[config.mk]
export PLATFORM = sky130hd
export DESIGN_NAME = cgb_front_flat
export DESIGN_NICKNAME = d
export VERILOG_FILES = /design/src/rtl/cgb_pkg.sv /design/src/rtl/cgb_if.sv /design/src/rtl/cgb_front.sv /design/src/flat_wrapper.sv
export SDC_FILE = /design/constraint.sdc
export NUM_CORES = 1
export LEC_CHECK = 0
export BUFFER_PORTS_ARGS = -buffer_cell sky130_fd_sc_hd__buf_2
export CORE_AREA = 3 3 177 179
export DETAILED_ROUTE_END_ITERATION = 6
export DIE_AREA = 0 0 180 182
export PLACE_DENSITY = 0.83
export SETUP_SLACK_MARGIN = 0.5
export SLEW_MARGIN = 0
export SYNTH_ARGS = -nofsm -noshare
export SYNTH_HDL_FRONTEND = slang
export SYNTH_SLANG_ARGS = --single-unit
export TNS_END_PERCENT = 50
[constraint.sdc]
create_clock -name clk -period 14.8 [get_ports clk]
set_input_delay 2.96 -clock clk [delete_from_list [all_inputs] [get_ports clk]]
set_output_delay 2.96 -clock clk [all_outputs]
set_load 0.02 [all_outputs]
[src/rtl/cgb_pkg.sv]
`timescale 1ns / 1ps
// ----------------------------------------------------------------------------
// cgb_pkg
// Shared types, constants and helpers of the cell grid height lookup unit.
// ----------------------------------------------------------------------------
package cgb_pkg;

  // Store sizes.
  localparam int MAX_CELLS   = 4096;
  localparam int MAX_SAMPLES = 65536;
  localparam int MAX_SIDE    = 16;
  localparam int CELL_AW     = $clog2(MAX_CELLS);
  localparam int SMP_AW      = $clog2(MAX_SAMPLES);
  localparam int BASE_W      = SMP_AW + 1;
  localparam int QUEUE_DEPTH = 4;

  // Configuration register indexes.
  localparam logic [2:0] REG_CELLS_ACROSS = 3'd0;
  localparam logic [2:0] REG_CELLS_DOWN   = 3'd1;
  localparam logic [2:0] REG_SIDE         = 3'd2;
  localparam logic [2:0] REG_INV_SIZE     = 3'd3;
  localparam logic [2:0] REG_ORIGIN_X     = 3'd4;
  localparam logic [2:0] REG_ORIGIN_Y     = 3'd5;

  // Heights and fractions.
  localparam logic [23:0] SENTINEL   = 24'hC00000;
  localparam logic [23:0] FRAC_CLAMP = 24'd16760439;

  // Result status codes.
  localparam logic [1:0] ST_FOUND      = 2'd0;
  localparam logic [1:0] ST_NOT_LOADED = 2'd1;
  localparam logic [1:0] ST_OUTSIDE    = 2'd2;

  typedef enum logic [1:0] {
    OP_CELL   = 2'd0,
    OP_SAMPLE = 2'd1,
    OP_QUERY  = 2'd2
  } op_t;

  typedef struct packed {
    logic [12:0]        cells_across;
    logic [12:0]        cells_down;
    logic [4:0]         samples_per_side;
    logic [23:0]        inverse_cell_size;
    logic signed [31:0] origin_x;
    logic signed [31:0] origin_y;
  } cfg_t;

  typedef struct packed {
    logic              patch_on;
    logic [BASE_W-1:0] base;
    logic [23:0]       sec;
    logic [23:0]       def;
  } cell_word_t;

  localparam int CELL_W = $bits(cell_word_t);

  // One queued job for the back end.
  typedef struct packed {
    op_t                op;
    logic [CELL_AW-1:0] cell_addr;
    cell_word_t         cell_data;
    logic [SMP_AW-1:0]  smp_addr;
    logic [23:0]        smp;
    logic signed [32:0] dx;
    logic signed [32:0] dy;
    logic               loaded;
    logic               ovf;
  } entry_t;

  typedef enum logic [3:0] {
    S_IDLE, S_MULLO, S_MULHI, S_SUM, S_IDX, S_FRAC, S_CELLRD, S_CELL,
    S_RD, S_MT, S_AT, S_MB, S_AB, S_MH, S_AH, S_OUT
  } bstate_t;

  // Side length actually used: zero acts as one, large values clip.
  function automatic logic [4:0] side_eff(input logic [4:0] s);
    logic [4:0] r;
    if (s == 5'd0) r = 5'd1;
    else if (s > 5'(MAX_SIDE)) r = 5'(MAX_SIDE);
    else r = s;
    return r;
  endfunction

endpackage

[src/rtl/cgb_if.sv]
`timescale 1ns / 1ps
// ----------------------------------------------------------------------------
// cgb_if
// Valid/ready channels for input items and lookup results.
// ----------------------------------------------------------------------------
interface cgb_item_if;
  logic               valid;
  logic               ready;
  logic [1:0]         opcode;
  logic signed [23:0] cell_default_height;
  logic signed [23:0] cell_secondary_height;
  logic               cell_has_patch;
  logic signed [23:0] sample_height;
  logic signed [31:0] query_x;
  logic signed [31:0] query_y;

  modport source (output valid, opcode, cell_default_height, cell_secondary_height,
                  cell_has_patch, sample_height, query_x, query_y, input ready);
  modport sink (input valid, opcode, cell_default_height, cell_secondary_height,
                cell_has_patch, sample_height, query_x, query_y, output ready);
endinterface


[src/rtl/cgb_front.sv]
`timescale 1ns / 1ps
// ----------------------------------------------------------------------------
// cgb_front
// Accepts items, allocates cell and sample slots, and queues jobs.
// ----------------------------------------------------------------------------
module cgb_front (
  input  logic            clk,
  input  logic            rst,
  input  cgb_pkg::cfg_t   cfg,
  cgb_item_if.sink        items,
  input  logic            full,
  output logic            push,
  output cgb_pkg::entry_t push_entry
);
  import cgb_pkg::*;

  logic [12:0]       cells_loaded, cells_loaded_next;
  logic [BASE_W-1:0] samples_loaded, samples_loaded_next;
  logic [BASE_W-1:0] next_base, next_base_next;
  logic              overflow_seen, overflow_seen_next;
  logic              accept;
  logic [25:0]       total;
  logic [4:0]        side;
  logic [9:0]        need;
  logic              loaded;

  assign items.ready = !full;
  assign accept      = items.valid && items.ready;
  assign total       = 26'(cfg.cells_across) * 26'(cfg.cells_down);
  assign side        = side_eff(cfg.samples_per_side);
  assign need        = 10'(side) * 10'(side);
  assign loaded      = (26'(cells_loaded) == total) && (samples_loaded == next_base);

  // Allocation and job building.
  always_comb begin
    cells_loaded_next   = cells_loaded;
    samples_loaded_next = samples_loaded;
    next_base_next      = next_base;
    overflow_seen_next  = overflow_seen;
    push                = 1'b0;
    push_entry          = '0;
    push_entry.dx       = 33'(items.query_x) - 33'(cfg.origin_x);
    push_entry.dy       = 33'(items.query_y) - 33'(cfg.origin_y);
    push_entry.loaded   = loaded;
    push_entry.ovf      = overflow_seen;
    push_entry.smp      = items.sample_height;
    push_entry.smp_addr = samples_loaded[SMP_AW-1:0];
    push_entry.cell_addr = cells_loaded[CELL_AW-1:0];
    push_entry.cell_data.def = items.cell_default_height;
    push_entry.cell_data.sec = items.cell_secondary_height;
    if (accept) begin
      case (items.opcode)
        OP_CELL: begin
          if (26'(cells_loaded) >= total) begin
            push = 1'b0;
          end else if (cells_loaded >= 13'(MAX_CELLS)) begin
            overflow_seen_next = 1'b1;
          end else begin
            push            = 1'b1;
            push_entry.op   = OP_CELL;
            cells_loaded_next = cells_loaded + 13'd1;
            if (items.cell_has_patch) begin
              if (18'(next_base) + 18'(need) > 18'(MAX_SAMPLES)) begin
                overflow_seen_next = 1'b1;
              end else begin
                push_entry.cell_data.patch_on = 1'b1;
                push_entry.cell_data.base     = next_base;
                next_base_next                = next_base + BASE_W'(need);
              end
            end
          end
        end
        OP_SAMPLE: begin
          if (samples_loaded < next_base && samples_loaded < BASE_W'(MAX_SAMPLES)) begin
            push                = 1'b1;
            push_entry.op       = OP_SAMPLE;
            samples_loaded_next = samples_loaded + BASE_W'(1);
          end
        end
        OP_QUERY: begin
          push          = 1'b1;
          push_entry.op = OP_QUERY;
        end
        default: begin
          push = 1'b0;
        end
      endcase
    end
  end

  always_ff @(posedge clk) begin
    if (rst) begin
      cells_loaded   <= '0;
      samples_loaded <= '0;
      next_base      <= '0;
      overflow_seen  <= 1'b0;
    end else begin
      cells_loaded   <= cells_loaded_next;
      samples_loaded <= samples_loaded_next;
      next_base      <= next_base_next;
      overflow_seen  <= overflow_seen_next;
    end
  end
endmodule

[src/flat_wrapper.sv]
// flat-port wrapper written by rule: the top's interface ports become plain ports
module cgb_front_flat import cgb_pkg::*;
  (clk, rst, cfg, full, push, push_entry, items_valid, items_opcode, items_cell_default_height, items_cell_secondary_height, items_cell_has_patch, items_sample_height, items_query_x, items_query_y, items_ready);
  cgb_item_if items_i ();
  input  logic clk;
  input  logic rst;
  input  cgb_pkg::cfg_t cfg;
  input  logic full;
  output logic push;
  output cgb_pkg::entry_t push_entry;
  input wire logic [$bits(items_i.valid)-1:0] items_valid;
  input wire logic [$bits(items_i.opcode)-1:0] items_opcode;
  input wire logic [$bits(items_i.cell_default_height)-1:0] items_cell_default_height;
  input wire logic [$bits(items_i.cell_secondary_height)-1:0] items_cell_secondary_height;
  input wire logic [$bits(items_i.cell_has_patch)-1:0] items_cell_has_patch;
  input wire logic [$bits(items_i.sample_height)-1:0] items_sample_height;
  input wire logic [$bits(items_i.query_x)-1:0] items_query_x;
  input wire logic [$bits(items_i.query_y)-1:0] items_query_y;
  output wire logic [$bits(items_i.ready)-1:0] items_ready;
  assign items_i.valid = items_valid;
  assign items_i.opcode = items_opcode;
  assign items_i.cell_default_height = items_cell_default_height;
  assign items_i.cell_secondary_height = items_cell_secondary_height;
  assign items_i.cell_has_patch = items_cell_has_patch;
  assign items_i.sample_height = items_sample_height;
  assign items_i.query_x = items_query_x;
  assign items_i.query_y = items_query_y;
  assign items_ready = items_i.ready;
  cgb_front u_core (.clk(clk), .rst(rst), .cfg(cfg), .items(items_i), .full(full), .push(push), .push_entry(push_entry));
endmodule
Word level (Yosys, flattened, before mapping)

Index checks and enable logic that the tools add are counted.

Bits in registers: 48
Input bits: 262
Output and inout port bits: 190
Logic and storage cells: 56

Add/sub/neg operators: 6
$mul: 2
$lt $le $gt $ge: 6
Equal/unequal tests: 4
Muxes and demuxes: 19
Bitwise gates (word level): 3
Reduce and logical (&&, ||, !) cells: 12

Operators by type and width:

| operator                | count |
|---|---|
| $mux W18                | 6 |
| $sub A32 B32 Y33        | 2 |
| $eq A13 B26 Y1          | 1 |
| $ge A13 B26 Y1          | 1 |
| $mul A13 B13 Y26        | 1 |
| $add A17 B10 Y18        | 1 |
| $gt A18 B17 Y1 const B  | 1 |
| $add A17 B1 Y17 const B | 1 |
| $add A17 B10 Y17        | 1 |
| $eq A17 B17 Y1          | 1 |
| $lt A17 B17 Y1          | 1 |
| $lt A17 B17 Y1 const B  | 1 |
| $add A13 B1 Y13 const B | 1 |
| $ge A13 B13 Y1 const B  | 1 |
| $mul A5 B5 Y10          | 1 |
| $mux W5                 | 2 |
| $mux W1                 | 8 |
| $reduce_and A6 Y1       | 1 |
| $gt A5 B5 Y1 const B    | 1 |
| $logic_not A5 Y1        | 1 |
| $reduce_and A5 Y1       | 1 |
| $pmux W2 S2             | 1 |
| $reduce_and A4 Y1       | 1 |
| $reduce_bool A2 Y1      | 2 |
| 9 further kinds         | 13 |

Logic depth before layout (Yosys ltp)

Depth after elaboration: 12
Depth in mapped cells: 29
Depth with buffers taken out: 26

Least setup slack after synthesis

Ideal clock, no wire load.

Path kind: input to output
From: input cfg[113] (netlist bit)
To: output push_entry[164] (netlist bit)
Arrival: 8994 ps
Data required time: 11840 ps
Setup slack: 2846 ps
Stages on the path: 23
Buffers on the path: 2
Path through: clkbuf_1 > nand2_1 > fa_1 > inv_1 > fa_1 > fa_1 > inv_1 > fa_1 > fa_1 > inv_1 > ha_1 > a211o_1 > o21ai_0 > xor2_1 > ha_1 > a21o_1 > a211oi_1 > o31a_1 > nor3_1 > a31oi_1 > and3_4 > buf_2 > and2_1

RTL lines:

| element     | line               | text |
|---|---|---|
| from (decl) | flat_wrapper.sv:7  | `input cgb_pkg::cfg_t cfg;` |
| to (decl)   | flat_wrapper.sv:10 | `output cgb_pkg::entry_t push_entry;` |

==> results.yml <==
synthesis:
  synth-main-ff-cell: "dfxtp_1"
  syn_area_um2: 13980
  ys_ff_latch: 48
  synth.distinct_cells: 66
  synth-edff-count: 0
  postSynthCellCount: 1809
  syn_area_per_cell_um2: 7.729
  synth_warnings: 0
  synth-seq-area-share_pct: 6.873
  postSynth.asyncResetShare_pct: 0
pwr:
  clockPowerShare_pct: 6.0
  sw_frac_of_total_pct: 54.69
  p_sw_mw: 1.063
  power.density_nw_per_um2: 129.1
  ir_worst_vdd_uv: 192.4
  p_leak_nw: 8.062
  p_int_mw: 0.8810
  pwr-share-comb_pct: 87.3
  pwr-share-seq_pct: 6.7
sta:
  worst_pin_slew_ns: 1.068
  hold_viol_final: 0
  timing.hold.ws_ns: 0.4934
  max_freq_mhz: 79.54
  slew_violations: 0
  setup_violations: 0
  fin_tns_setup_ns: 0
  clock_skew_ns: 0.008638
  post-route-period-util_pct: 84.95
  layout_min_cycle_time_ns: 12.57
  slew_headroom_pct: 28.81
  rsz0062_at_grt: "no"
job:
  cap_violations: 0
global_routing:
  grt_pass1_vias: 12670
  antenna_found_initial: 1
  grt-ovfl-total: 0
  grt_busiest_layer: "met2"
  grt_pass1_wl_um: 59130
  grt_max_degree: 61
  grt_use_met2_pct: 38.58
  use_met1_pct: 25.72
  use_met3_pct: 2.684
  track_usage_pct: 20.82
critical_path:
  worst_ep_required_time_ns: 11.84
  rr_worst_depth: 11
  path_max_fanout: 29
  endpoint_kind: "primary output"
  crit_arrival_ns: 9.61
  start_kind: "primary input"
  worstReg2RegEnd: "u_core.next_base[15]"
  reg2reg_from: "u_core.next_base[2]"
  path_class: "in2out"
  endpoint: "push_entry[172]"
  startpoint: "cfg[108]"
  r2r_setup_slack_ns: 10.65
finish:
  antenna_cells: 0
  area_growth_pct: 7.723
  post-route-util_pct: 50.68
  drive_gt1_share_pct: 16.85
  nNetsFinal: 2522
die:
  die_h_um: 182
  row_count: 63
  pin_count: 452
  die_x_um: 180
  dieArea_um2: 32760
  start_util_pct: 47.05
  fp.coreArea_um2: 29720
clock_tree:
  cts.clk_slew.worst_paths_ns: 0.06
  cts-root-buf: "clkbuf_16"
  cts_made_buffers: 5
  cts_sinks: 48
  cts_buffer_depth: 2
  cts-resized-gates: 0
  post_cts_buffers: 0
  htree_levels: 2
  cts_tree: "done"
  clk_latency_ns: 0.29
  postCtsHoldBufs: 0
placed_design:
  port_buffers: 283
  gp_congestion: 0.9183
  hpwl_um: 30290
min_path:
  hold_class: "reg2reg"
detailed_routing:
  route.detailed.drc: 0
  totalWireLength_um: 35980
  num_vias: 12880
  ant_nets: 0
  via_per_inst: 5.510
  detail_route.first_pass.iterations: 5
  wire_per_inst_um: 15.40
  drtIter0Drc: 845
status:
  outcome: "finished, final reports clean"
==> layout make-up <==
class | instances | area, µm²
Fill cell | 2757 | 14660
Sequential cell | 48 | 960.9
Timing Repair Buffer | 284 | 1424
Multi-Input combinational cell | 1330 | 10990
Clock buffer | 6 | 138.9
Tap cell | 390 | 488.0
Clock inverter | 2 | 15.01
Inverter | 277 | 1040
==> cell usage after synthesis (6+ instances only) <==
cell       instances  area share, %
a211oi_1           9           0.48
a21boi_0           6           0.32
a21o_1            54            2.9
a21oi_1          100            3.6
a31o_2             8           0.50
a31oi_1           20           0.89
and2_1           102            4.6
and3_1            15           0.67
buf_4            102            5.5
clkbuf_1          50            1.3
dfxtp_1           48            6.9
fa_1             125             18
ha_1             189             17
inv_1            277            7.4
mux2_2            13            1.0
mux2i_1           15            1.1
nand2_1          151            4.1
nand2b_1          19           0.85
nand3_1           42            1.5
nand4_1           17           0.76
nor2_1            97            2.6
nor2b_1           31            1.4
nor3_1            28            1.0
nor3b_1            6           0.32
nor4_1            10           0.45
o2111ai_1          6           0.38
o211ai_1           8           0.43
o21a_1            16           0.86
o21ai_0           62            2.2
o21bai_1          11           0.59
o31a_1             7           0.44
o31ai_1            7           0.38
or2_2              7           0.31
or4_1              8           0.43
xnor2_1           55            3.4
xor2_1            27            1.7
==> metal layers <==
| metal | share of wire (%) | vias up |
|---|---|---|
| li1 | - | 6198 |
| met1 | 41 | 6131 |
| met2 | 51 | 475 |
| met3 | 6.4 | 73 |
| met4 | 2.0 | 0 |
| met5 | 0 | - |
==> cell usage in the layout, fill, tap and decap left out, drive strengths merged, types with 48 or more instances in the layout <==
cell / n
o21ai: 64
fa: 125
nand2: 151
xnor2: 55
dfxtp: 48
and2: 102
buf: 284
nor2: 97
a21oi: 102
a21o: 54
inv: 277
ha: 189
==> how the worst min path moves through the flow <==
| stage | start | endpoint | depth (start not counted) |
|---|---|---|---|
| 2_1_floorplan | u_core.samples_loaded[16] | u_core.samples_loaded[16] | 2 |
| 6_report | u_core.samples_loaded[16] | u_core.samples_loaded[16] | 2 |
| 3_3_place_gp | u_core.samples_loaded[16] | u_core.samples_loaded[16] | 2 |
| 5_1_grt | u_core.samples_loaded[16] | u_core.samples_loaded[16] | 2 |
| 4_1_cts | u_core.samples_loaded[16] | u_core.samples_loaded[16] | 2 |
| 3_5_place_dp | u_core.samples_loaded[16] | u_core.samples_loaded[16] | 2 |
==> stage by stage <==
step	setup WS, ns	total power, mW	area (µm²)	std cells
after CTS	2.298	1.927	15060	2337
after global routing	1.795	2.162	15060	2337
final	2.227	1.944	15060	2337
after detailed placement	2.310	1.799	14910	2329
after global placement	2.449	1.747	14910	2329
after floorplan	2.846	1.442	13990	1811
==> registers in the layout, indices dropped and copies added, names as in the netlist <==
name and flops:
u_core.cells_loaded 13, u_core.next_base 17, u_core.overflow_seen 1, u_core.samples_loaded 17
==> critical path, cell delays in order <==
cell and delay [ns]:
buf_2 0.24, and2_1 0.22, fa_1 0.46, fa_1 0.52, fa_1 0.54, fa_1 0.55
inv_1 0.06, fa_1 0.53, inv_1 0.04, ha_1 0.39, a21o_1 0.22, o21ai_0 0.25
o2111ai_1 0.16, a2111oi_0 0.70, o2111ai_1 0.21, nor4b_1 0.58, a31oi_1 0.16, buf_4 0.20
and3_4 0.27, and2_1 0.19, buf_2 0.16
==> power groups by stage <==
stage	Combinational (mW)	Clock (mW)	Sequential [mW]
finish	1.70	0.117	0.130
global route	1.91	0.123	0.130
CTS	1.68	0.118	0.130
detailed placement	1.67	0	0.133
global placement	1.61	0	0.133
floorplan	1.31	0	0.133
==> logic make-up after synthesis <==
group	after synthesis	share of synthesized area (%)
simple gates	552	20.09
mux	28	2.121
xor+xnor	82	5.137
flops	48	6.873
compound gates	351	16.40
buf+inv	433	14.54
other cells	1	0.02682
fa+ha+maj	314	34.81
(Power assumes the default switching activity.)
