==> config.mk <==
export PLATFORM = sky130hd
export DESIGN_NAME = cgb_queue
export DESIGN_NICKNAME = d
export VERILOG_FILES = /design/src/rtl/cgb_pkg.sv /design/src/rtl/cgb_queue.sv
export SDC_FILE = /design/constraint.sdc
export NUM_CORES = 1
export LEC_CHECK = 0
export ABC_AREA = 1
export BUFFER_PORTS_ARGS = -buffer_cell sky130_fd_sc_hd__buf_2
export CAP_MARGIN = 20
export CELL_PAD_IN_SITES_DETAIL_PLACEMENT = 1
export CELL_PAD_IN_SITES_GLOBAL_PLACEMENT = 2
export CORE_MARGIN = 4
export CORE_UTILIZATION = 40
export CTS_CLUSTER_SIZE = 8
export DETAILED_ROUTE_END_ITERATION = 7
export HOLD_SLACK_MARGIN = 0.06
export PLACE_DENSITY = 0.8
export SYNTH_ARGS = -nofsm -noshare
export SYNTH_HDL_FRONTEND = slang
export SYNTH_SLANG_ARGS = --single-unit
export TNS_END_PERCENT = 20
==> constraint.sdc <==
create_clock -name clk -period 14.32 [get_ports clk]
set_clock_uncertainty 0.1 [all_clocks]
set_input_delay 2.148 -clock clk [delete_from_list [all_inputs] [get_ports clk]]
set_output_delay 2.148 -clock clk [all_outputs]
set_load 0.02 [all_outputs]
==> src/rtl/cgb_pkg.sv <==
`timescale 1ns / 1ps
// ----------------------------------------------------------------------------
// cgb_pkg
// Shared types, constants and helpers of the cell grid height lookup unit.
// ----------------------------------------------------------------------------
package cgb_pkg;

  // Store sizes.
  localparam int MAX_CELLS   = 4096;
  localparam int MAX_SAMPLES = 65536;
  localparam int MAX_SIDE    = 16;
  localparam int CELL_AW     = $clog2(MAX_CELLS);
  localparam int SMP_AW      = $clog2(MAX_SAMPLES);
  localparam int BASE_W      = SMP_AW + 1;
  localparam int QUEUE_DEPTH = 4;

  // Configuration register indexes.
  localparam logic [2:0] REG_CELLS_ACROSS = 3'd0;
  localparam logic [2:0] REG_CELLS_DOWN   = 3'd1;
  localparam logic [2:0] REG_SIDE         = 3'd2;
  localparam logic [2:0] REG_INV_SIZE     = 3'd3;
  localparam logic [2:0] REG_ORIGIN_X     = 3'd4;
  localparam logic [2:0] REG_ORIGIN_Y     = 3'd5;

  // Heights and fractions.
  localparam logic [23:0] SENTINEL   = 24'hC00000;
  localparam logic [23:0] FRAC_CLAMP = 24'd16760439;

  // Result status codes.
  localparam logic [1:0] ST_FOUND      = 2'd0;
  localparam logic [1:0] ST_NOT_LOADED = 2'd1;
  localparam logic [1:0] ST_OUTSIDE    = 2'd2;

  typedef enum logic [1:0] {
    OP_CELL   = 2'd0,
    OP_SAMPLE = 2'd1,
    OP_QUERY  = 2'd2
  } op_t;

  typedef struct packed {
    logic [12:0]        cells_across;
    logic [12:0]        cells_down;
    logic [4:0]         samples_per_side;
    logic [23:0]        inverse_cell_size;
    logic signed [31:0] origin_x;
    logic signed [31:0] origin_y;
  } cfg_t;

  typedef struct packed {
    logic              patch_on;
    logic [BASE_W-1:0] base;
    logic [23:0]       sec;
    logic [23:0]       def;
  } cell_word_t;

  localparam int CELL_W = $bits(cell_word_t);

  // One queued job for the back end.
  typedef struct packed {
    op_t                op;
    logic [CELL_AW-1:0] cell_addr;
    cell_word_t         cell_data;
    logic [SMP_AW-1:0]  smp_addr;
    logic [23:0]        smp;
    logic signed [32:0] dx;
    logic signed [32:0] dy;
    logic               loaded;
    logic               ovf;
  } entry_t;

  typedef enum logic [3:0] {
    S_IDLE, S_MULLO, S_MULHI, S_SUM, S_IDX, S_FRAC, S_CELLRD, S_CELL,
    S_RD, S_MT, S_AT, S_MB, S_AB, S_MH, S_AH, S_OUT
  } bstate_t;

  // Side length actually used: zero acts as one, large values clip.
  function automatic logic [4:0] side_eff(input logic [4:0] s);
    logic [4:0] r;
    if (s == 5'd0) r = 5'd1;
    else if (s > 5'(MAX_SIDE)) r = 5'(MAX_SIDE);
    else r = s;
    return r;
  endfunction

endpackage

==> src/rtl/cgb_queue.sv <==
`timescale 1ns / 1ps
// ----------------------------------------------------------------------------
// cgb_queue
// Short job queue between the front end and the back end.
// ----------------------------------------------------------------------------
module cgb_queue (
  input  logic            clk,
  input  logic            rst,
  input  logic            push,
  input  cgb_pkg::entry_t push_entry,
  output logic            full,
  input  logic            pop,
  output logic            head_valid,
  output cgb_pkg::entry_t head
);
  import cgb_pkg::*;

  localparam int QA_W = $clog2(QUEUE_DEPTH);

  entry_t          slots [QUEUE_DEPTH];
  logic [QA_W-1:0] wr_ptr;
  logic [QA_W-1:0] rd_ptr;
  logic [QA_W:0]   count;

  assign full       = (count == (QA_W + 1)'(QUEUE_DEPTH));
  assign head_valid = (count != '0);
  assign head       = slots[rd_ptr];

  // Storage is written without reset.
  always_ff @(posedge clk) begin
    if (push) begin
      slots[wr_ptr] <= push_entry;
    end
  end

  // Pointers and fill count.
  always_ff @(posedge clk) begin
    if (rst) begin
      wr_ptr <= '0;
      rd_ptr <= '0;
      count  <= '0;
    end else begin
      if (push) wr_ptr <= wr_ptr + QA_W'(1);
      if (pop)  rd_ptr <= rd_ptr + QA_W'(1);
      count <= count + (QA_W + 1)'(push) - (QA_W + 1)'(pop);
    end
  end
endmodule

# --- Word level (Yosys, flattened, before mapping) ---
# Memory sizes are Yosys's and may differ from the RTL's. A register that Yosys moved wholly into a read port is not among the register bits.
# Index checks and enable logic that the tools add are counted.
word_totals:
  ff_bits: 7
  latch_bits: 0
  ram_bits: 752
  romBits: 0
  out_inout_bits: 190
  memories: 1
op_classes:
  addsub: 4
  mul: 0
  div_mod_pow: 0
  magnitude_cmp: 0
  n_eq_ne: 1
  n_shift: 0
  mux: 4
  n_bitwise: 0
  n_reduce_logical: 1
mem_list:
  columns: ["memory", "depth", "word_bits", "read_ports", "rd_clocked_by_memory_dff", "wr", "line", "rtl"]
  rows:
  - ["slots", 4, 188, 1, 1, 1, "cgb_queue.sv:20", "entry_t slots [QUEUE_DEPTH];"]
op_table:
  columns: ["cell", "count"]
  rows:
  - ["$add A2 B1 Y2 const B", 2]
  - ["$mux W2", 2]
  - ["$add A3 B1 Y3", 1]
  - ["$eq A3 B3 Y1 const B", 1]
  - ["$reduce_bool A3 Y1", 1]
  - ["$sub A3 B1 Y3", 1]
  - ["$mux W1", 2]

# --- Depth between registers and ports, before layout ---
# Gate-level depths: netlist of the first run.
depth:
  ltp_word: 3
  ltp_mapped: 8
  mapped_depth_nobuf: 8

# --- Worst setup path after synthesis of the first run ---
# No wires, ideal clock.
synth_timing:
  path_type: "input -> register"
  startpoint: "input port push"
  endpoint: "memory slots[0][0] in the netlist's numbering (enable)"
  setup_time_ps: 540
  t_arrival_ps: 5792
  t_required_ps: 13680
  path_slack_ps: 7888
  path_stages: 2
  n_path_buf: 0
  cell_sequence: "nand2_1 -> inv_1"
synth_between:
  elab_chain_len: 2
synth_lines:
  columns: ["element", "line", "rtl"]
  rows:
  - ["start: declaration", "cgb_queue.sv:9", "input logic push,"]
  - ["$mux W1", "cgb_queue.sv:31", "if (push) begin"]
  - ["$mux W1 (not written as such)", "cgb_queue.sv:32", "slots[wr_ptr] <= push_entry;"]
  - ["end: declaration", "cgb_queue.sv:20", null]
# Every way passes these cells.

==> results.ini, run 1 <==
[cells_and_area]
drive_gt1_frac=0.213
fin_nets=2827
fillCellCount=7612
multiInputGateArea_sq_mm=0.00513
seq_area_sq_mm=0.0228
area_growth_pct=17.7

[worst_setup_path]
worstSetupStartpointType=flip-flop
reg2reg_to=slots[0][132]$_DFFE_PP_
end_kind=output port
worstPathArrival_ns=4.63
reg2reg_setup_slack_ns=11.66
timing.rr.start=wr_ptr[0]$_SDFFE_PP0P_
cp_max_fo=85
cp.required_ns=12.07
reg2reg_depth=5
path_class=reg2out

[power]
vdd_ir_drop_max_uv=102
powerDensity_mw_per_mm2=149
p_leak_nw=13.7
total_power_mw=5.30

[global_routing]
grt_overflow=0
grt_max_degree=270
grt_antenna_before_repair=21
track_usage=0.176
grt_first_pass_wirelength_microns=111000
grt_pass1_vias=19800

[logic_synthesis]
yosysTopAreaCell=edfxtp_1
yosysMostFrequentCell=edfxtp_1
netlist_top_cells_count=752 x edfxtp_1, 392 x inv_1, 384 x nand2_1, 194 x a21oi_1, 182 x o21ai_0
synth_area_sq_mm=0.0302
synthArstFlopShare=0
ys_types=18
synthCells=2250
ys_seq_elements=761
ys.flop_type=edfxtp_1
ys_seq_area_frac=0.753
syn_avg_cell_area_sq_um=13.4
synth_fp_nets=2449
synth_top_area_frac=0.747
synth_edf_count=752
yosys_warnings=0
ys_top_cells_by_area=edfxtp_1 75%, inv_1 4.9%, nand2_1 4.8%

[placed_design]
hpwl_microns=42900
portBuffers=381
routabilityCongestion=0.725

[timing]
fin_hold_ws_ns=0.366
min_period_over_period=0.480
slew_violations=0
max_freq_mhz=145
finalSetupViolCount=0
fin_crit_ns=6.88
relSlewSlack=0.118
hold_viol_final=0
tightest_slew_ns=1.32
tns_ns=0
rsz0062_at_grt=no

[detailed_routing]
first_iter_violations=857
wirelength_microns=72000
drc=0
drt-wirelength-per-cell_microns=19.9
avgViaCountPerCell=5.02
firstDrtPassIters=5
ant_nets=0
dr_total_vias=18200

[clock_tree]
cts_setup_buffers=0
clk_pin_slew_ns=0.05
holdBufCountCts=0
clock_sinks=761
cts_tree=done
post_cts_resized=0
cts_htree_levels=3
cts_made_buffers=105
clk_latency_ns=0.61
cts-root-buf=clkbuf_16
cts_buffer_depth=3

[floorplan]
die_x_microns=283
core_area_sq_mm=0.0747
die_y_microns=283
rows=100
start_util=0.405
die-area_sq_mm=0.0801
pin_count=382

[hold_path]
min_path_cells=2
hp-start=rd_ptr[1]$_SDFFE_PP0P_
hold_class=reg2reg

[outcome]
outcome=complete, no violations

[flow_run]
cap_violations=0

==> cells in the final DEF (no fill, tap or decap) <==
master	instances
fa_1	1
ha_1	6
nand2_1	384
o21ai_0	182
clkbuf_1	8
buf_12	2
o21ai_1	10
nor2_1	4
clkbuf_16	107
clkbuf_8	1
inv_1	388
o211ai_2	46
inv_8	4
dfxtp_4	2
buf_4	14
inv_16	1
diode_2	14
bufinv_16	1
buf_2	381
nand3_1	2
clkinv_16	3
inv_6	1
dfxtp_1	7
o211ai_1	142
a21oi_1	194
edfxtp_1	752
==> cell families after synthesis <==
family	share of synthesized area
fa+ha+maj	0.00314
simple gates	0.0485
buf+inv	0.0774
compound gates	0.118
flops	0.753
==> stage by stage <==
stage                     cells  cell area [sq um]  setup WS (ns)   util
after floorplan            2250              30200           7.89      -
after global placement     3490              32700           8.21  0.437
after detailed placement   3490              32700           8.04  0.437
after CTS                  3612              35500           7.36  0.476
after global routing       3621              35600           7.05  0.476
final                      3626              35600           7.44  0.476
==> area by class of cell <==
class / count / share of cell area
Sequential cell: 761 / 0.640
Inverter: 392 / 0.0422
Timing Repair Buffer: 397 / 0.0577
Clock buffer: 116 / 0.0765
Antenna cell: 14 / 0.000985
Multi-Input combinational cell: 971 / 0.144
Tap cell: 969 / 0.0341
Clock inverter: 6 / 0.00419
==> report_power, final <==
part           total (mW)  internal [mW]  switching, mW
Sequential           2.59           2.56         0.0332
Clock                2.20           1.34          0.861
Combinational       0.512          0.141          0.371
==> sequential cells by signal, indices dropped and copies added, names as in the netlist, named ones only <==
signal	count
slots	752
rd_ptr	2
wr_ptr	2
count	3
==> worst max-delay path, cell delays in order (launching register included) <==
cell and delay (ns):
dfxtp_4 0.97, buf_4 0.89, buf_4 0.60, buf_4 0.80, o211ai_1 0.22, nand2_1 0.13
buf_2 0.17
==> metal layers <==
| metal | vias up | global-route usage | wire length, microns | share of wire |
|---|---|---|---|---|
| met5 | - | 0 | 99 | 0.0014 |
| met3 | 146 | 0.0439 | 3930 | 0.055 |
| li1 | 8589 | - | - | - |
| met2 | 372 | 0.324 | 38100 | 0.53 |
| met4 | 14 | 0.0637 | 1980 | 0.027 |
| met1 | 9098 | 0.197 | 27900 | 0.39 |
==> worst max path at each step <==
stage,from,to,slack (ns),depth (start not counted)
global placement,flip-flop,head[110],8.21,6
global route,flip-flop,head[88],7.05,7
CTS,flip-flop,head[104],7.36,6
floorplan,push,slots[0][0]$_DFFE_PP_,7.89,2
detailed placement,flip-flop,head[104],8.04,6
finish,flip-flop,head[104],7.44,6
No activity file was read; power rests on OpenSTA's default activity.
==> inputs of run 2 (changes only) <==
--- a/config.mk
+++ b/config.mk
@@ -5,7 +5,7 @@
 export SDC_FILE = /design/constraint.sdc
 export NUM_CORES = 1
 export LEC_CHECK = 0
-export ABC_AREA = 1
+export ABC_AREA = 0
 export BUFFER_PORTS_ARGS = -buffer_cell sky130_fd_sc_hd__buf_2
 export CAP_MARGIN = 20
 export CELL_PAD_IN_SITES_DETAIL_PLACEMENT = 1
@@ -15,7 +15,7 @@
 export CTS_CLUSTER_SIZE = 8
 export DETAILED_ROUTE_END_ITERATION = 7
 export HOLD_SLACK_MARGIN = 0.06
-export PLACE_DENSITY = 0.8
+export PLACE_DENSITY = 0.75
 export SYNTH_ARGS = -nofsm -noshare
 export SYNTH_HDL_FRONTEND = slang
 export SYNTH_SLANG_ARGS = --single-unit
==> constraint.sdc (replaced) <==
create_clock -name clk -period 5.8 [get_ports clk]
set_clock_uncertainty 0.1 [all_clocks]
set_input_delay 0.87 -clock clk [delete_from_list [all_inputs] [get_ports clk]]
set_output_delay 0.87 -clock clk [all_outputs]
set_load 0.02 [all_outputs]
==> run 2 against run 1 <==
Non-clock buffer count decreased by 2. Final cell count decreased by 34%. Combinational power up 150%.
==> results.ini, run 2 <==
[worst_setup_path]
cp_slowest_stage_delay_ns=0.81
critPathTopFamily=flip-flops
cp_max_fo=69
path_class=reg2out
worstPathArrival_ns=2.90
worstSetupStartpointType=flip-flop
cp_num_buf_inv=2
cp_slowest_cell=dfxtp_4
end_kind=output port
cp.required_ns=4.83
crit_chain=buf_12 > mux4_2 > buf_2

[logic_synthesis]
synth_top_area_frac=0.820
synthArstFlopShare=0
synth_fp_nets=1223
synthCells=1024
ys_top_cells_by_area=edfxtp_1 82%, mux4_2 15%, dfxtp_1 0.65%
netlist_top_cells_count=752 x edfxtp_1, 188 x mux4_2, 20 x buf_2, 15 x buf_6, 9 x dfxtp_1
syn_avg_cell_area_sq_um=26.9
yosysMostFrequentCell=edfxtp_1
synth_area_sq_mm=0.0276
yosys_warnings=0
yosysTopAreaCell=edfxtp_1
ys_seq_elements=761
ys.flop_type=edfxtp_1
ys_types=20
synth_edf_count=752
ys_seq_area_frac=0.826

[cells_and_area]
area_growth_pct=20.9
drive_gt1_frac=0.464
mostFrequentLayoutCell=edfxtp_1
final_area_sq_mm=0.0333
fin_nets=1683
largest_reg_flops=752
reg_top3=slots (752), count (3)
final_cell_mix=752 x edfxtp_1, 381 x buf_2, 188 x mux4_2
registers.top_by_ff_count=slots
stdcell_count=2391

[floorplan]
die_y_microns=270
start_util=0.407
core_area_sq_mm=0.0678
die-area_sq_mm=0.0731
die_x_microns=270
rows=95
pin_count=382

[placed_design]
hpwl_microns=34900
routabilityCongestion=0.686
placed_area_sq_mm=0.0305
portBuffers=381
place_inst=2250

[timing]
rsz0062_at_grt=no
min_period_over_period=0.667
fin_hold_ws_ns=0.346
fin_crit_ns=3.87
slew_violations=0
max_freq_mhz=258
tightest_slew_ns=0.819
hold_viol_final=0
relSlewSlack=0.454
finalSetupViolCount=0

[clock_tree]
clk_latency_ns=0.63
holdBufCountCts=0
clock_sinks=761
cts_setup_buffers=0
cts_buffer_depth=3
clk_pin_slew_ns=0.05
cts_htree_levels=3
cts_tree=done
cts_made_buffers=105
post_cts_resized=0
cts-root-buf=clkbuf_16

[global_routing]
grt_pass1_vias=13800
grt_max_degree=105
grt_antenna_before_repair=14
track_usage=0.158
grt_overflow=0
grt_first_pass_wirelength_microns=87900

[detailed_routing]
dr_total_vias=12400
drc=0
ant_nets=0
first_iter_violations=803
wirelength_microns=58000
firstDrtPassIters=4
drt-wirelength-per-cell_microns=24.2
avgViaCountPerCell=5.19

[flow_run]
cap_violations=0

[power]
powerDensity_mw_per_mm2=390
p_leak_nw=11.1
vdd_ir_drop_max_uv=225

[outcome]
outcome=complete, no violations

[hold_path]
hold_class=in2reg

-- run 2: logic make-up after synthesis --
family,count (synthesis),share of synthesized area
muxes,189,0.154
DFF,761,0.826
xor gates and xnor gates,3,0.00150
buffers and inverters,48,0.0115
AOI/OAI and AO/OA,2,0.000545
adders and majority gates,7,0.00345
and+or+nand+nor,14,0.00277
-- run 2: per-layer routing --
layer  up-vias  part of all wire  global-route usage
met1      6560              0.40               0.199
met2       378              0.50               0.260
met4        14             0.021              0.0504
met3       105             0.080              0.0567
met5         -            0.0018                   0
li1       5352                 -                   -
-- run 2: worst paths after layout --
path	from	endpoint	slack (ns)	cells past startpoint
min reg2reg	rd_ptr[1]$_SDFFE_PP0P_	flip-flop	0.43	2
min	push_entry[59]	slots[2][59]$_DFFE_PP_	0.35	1
max	flip-flop	head[129]	1.93	3
max reg2reg	wr_ptr[0]$_SDFFE_PP0P_	slots[0][46]$_DFFE_PP_	3.37	4
-- run 2: area by class of cell --
| type | count | area, sq um |
|---|---|---|
| sequential | 761 | 22800 |
| clock inverter | 7 | 92.6 |
| fill | 6064 | 34400 |
| tap | 873 | 1090 |
| inverter | 6 | 22.5 |
| clock buffer | 126 | 2710 |
| antenna | 8 | 20.0 |
| multi-input combinational | 215 | 4480 |
| timing repair buffer | 395 | 2120 |
-- run 2: power by group --
part	internal, mW	switching (mW)	total, mW	leakage, nW
Clock	3.22	2.07	5.29	1.36
Sequential	6.34	0.0782	6.42	6.98
Combinational	0.504	0.764	1.27	2.77
-- run 2: per-stage QoR --
step	total power [mW]	util	worst slack [ns]	TNS [ns]
6_report	13.0	0.492	1.93	0
5_1_grt	13.5	0.491	1.65	0
4_1_cts	13.2	0.491	1.79	0
3_5_place_dp	7.82	0.450	2.49	0
3_3_place_gp	7.78	0.450	2.51	0
2_1_floorplan	7.34	-	-0.0106	-6.00
==> inputs of run 3 (changes only) <==
==> constraint.sdc (replaced) <==
create_clock -name clk -period 3.2 [get_ports clk]
set_clock_uncertainty 0.1 [all_clocks]
set_input_delay 0.48 -clock clk [delete_from_list [all_inputs] [get_ports clk]]
set_output_delay 0.48 -clock clk [all_outputs]
set_load 0.02 [all_outputs]
==> run 3 against run 2 <==
Sequential share of layout area fell by 4.3 points. Non-clock buffer count rose by 217. First-iteration DRC count rose by 13%. Die area did not move. Register-to-register slack got worse by 2.2 ns. Critical endpoint is now head[85]. Largest cell class unchanged.
==> results.ini, run 3 (synthesized netlist as in run 2, its figures left out) <==
[floorplan]
pin_count=382
core_area_sq_mm=0.0678
die_y_microns=270
start_util=0.407
rows=95
die_x_microns=270
die-area_sq_mm=0.0731

[cells_and_area]
final_cell_mix=752 x edfxtp_1, 381 x buf_2, 191 x dlygate4sd3_1
largest_reg_flops=752
registers.top_by_ff_count=slots
area_growth_pct=29.1
mostFrequentLayoutCell=edfxtp_1
reg_top3=slots (752), count (3)
fin_nets=1900
drive_gt1_frac=0.424
final_area_sq_mm=0.0356

[outcome]
outcome=complete, no violations

[timing]
slew_violations=0
hold_viol_final=0
rsz0062_at_grt=no
fin_crit_ns=2.98
min_period_over_period=0.931
relSlewSlack=0.656
max_freq_mhz=336
tns_ns=0
tightest_slew_ns=0.516
finalSetupViolCount=0

[power]
vdd_ir_drop_max_uv=557
powerDensity_mw_per_mm2=675
p_leak_nw=12.1

[worst_setup_path]
reg2reg_to=slots[3][97]$_DFFE_PP_
reg2reg_setup_slack_ns=1.20
worstPathArrival_ns=2.40
cp.required_ns=2.62
worstSetupStartpointType=flip-flop
timing.rr.start=wr_ptr[0]$_SDFFE_PP0P_
end_kind=output port
cp_max_fo=16
reg2reg_depth=3
path_class=reg2out

[clock_tree]
cts_tree=done
cts_made_buffers=105
clock_sinks=761
clk_pin_slew_ns=0.05
clk_latency_ns=0.64
cts_htree_levels=3
post_cts_resized=0
cts-root-buf=clkbuf_16
cts_buffer_depth=3

[hold_path]
hold_class=in2reg
hp-start=push
hold_end=wr_ptr[0]$_SDFFE_PP0P_
min_path_cells=3

[global_routing]
grt_antenna_before_repair=8
busiest_layer=met2
met3_usage=0.0449
grt_pass1_vias=15300
grt_use_met2=0.302
grt_first_pass_wirelength_microns=97200
grt_overflow=0
grtUsageMet1=0.219
grt_max_degree=74
track_usage=0.175

[detailed_routing]
dr_total_vias=13300
ant_nets=0
drc=0
avgViaCountPerCell=5.13
drt-wirelength-per-cell_microns=24.5
firstDrtPassIters=5
first_iter_violations=908
wirelength_microns=63600

[placed_design]
routabilityCongestion=0.755
hpwl_microns=37800
portBuffers=381
placed_area_sq_mm=0.0307

[flow_run]
cap_violations=0

==> run 3: cell count changes in the layout (fill, tap and decap cells not counted), sizes merged <==
cell / before / now
dlygate4sd3: 0 / 191
buf: 395 / 421
clkbuf: 126 / 120
clkinv: 3 / 5
diode: 8 / 6
inv: 9 / 7
clkinvlp: 1 / 0
==> run 3: cell type report <==
cell class | instances | area (sq um)
Fill cell | 5981 | 32200
Sequential cell | 761 | 22800
Multi-Input combinational cell | 215 | 4480
Timing Repair Buffer | 612 | 4310
Clock buffer | 120 | 2730
Tap cell | 873 | 1090
Clock inverter | 6 | 138
Inverter | 6 | 22.5
Antenna cell | 6 | 15.0
==> run 3: worst max path at each step <==
| stage | slack, ns | endpoint | depth (start not counted) |
|---|---|---|---|
| after floorplan | -0.17 | slots[1][0]$_DFFE_PP_ | 2 |
| after global placement | 0.72 | head[149] | 3 |
| after detailed placement | 0.72 | head[149] | 3 |
| after CTS | 0.12 | head[149] | 3 |
| after global routing | 0.08 | head[149] | 3 |
| final | 0.22 | head[85] | 3 |
==> run 3: worst max-delay path, cell delays in order, from the launching register on <==
cell and delay (ns):
dfxtp_4 0.59, buf_4 0.40, mux4_2 0.57, buf_2 0.19
==> run 3: timing repair <==
action / 4_1_cts / 5_1_grt
hold buffers: 191 / 0
buffers inserted: 1 / 0
endpoints found under the setup margin: 1 / 0
endpoints found under the hold margin: 761 / 0
==> run 3: routing by layer <==
layer / share of wire / vias to the layer above / wire length [microns]
li1: - / 5764 / -
met1: 0.39 / 7062 / 24800
met2: 0.52 / 396 / 33300
met3: 0.061 / 105 / 3900
met4: 0.025 / 4 / 1590
met5: 0.00033 / - / 21
==> run 3: stage by stage <==
stage	hold WS, ns	instances	setup WS [ns]	utilization	total power, mW
floorplan	0.392	1024	-0.168	-	13.3
global placement	0.401	2275	0.719	0.454	14.2
detailed placement	0.424	2275	0.717	0.454	14.2
CTS	0.0699	2593	0.116	0.525	24.3
global route	0.0952	2598	0.0818	0.525	25.0
finish	0.116	2599	0.221	0.525	24.0
==> run 3: power breakdown <==
group          switching [mW]  total [mW]  internal (mW)  leakage [nW]
combinational            1.50        2.62           1.11          3.73
clock                    3.85        9.76           5.92          1.39
sequential              0.133        11.6           11.5          6.98
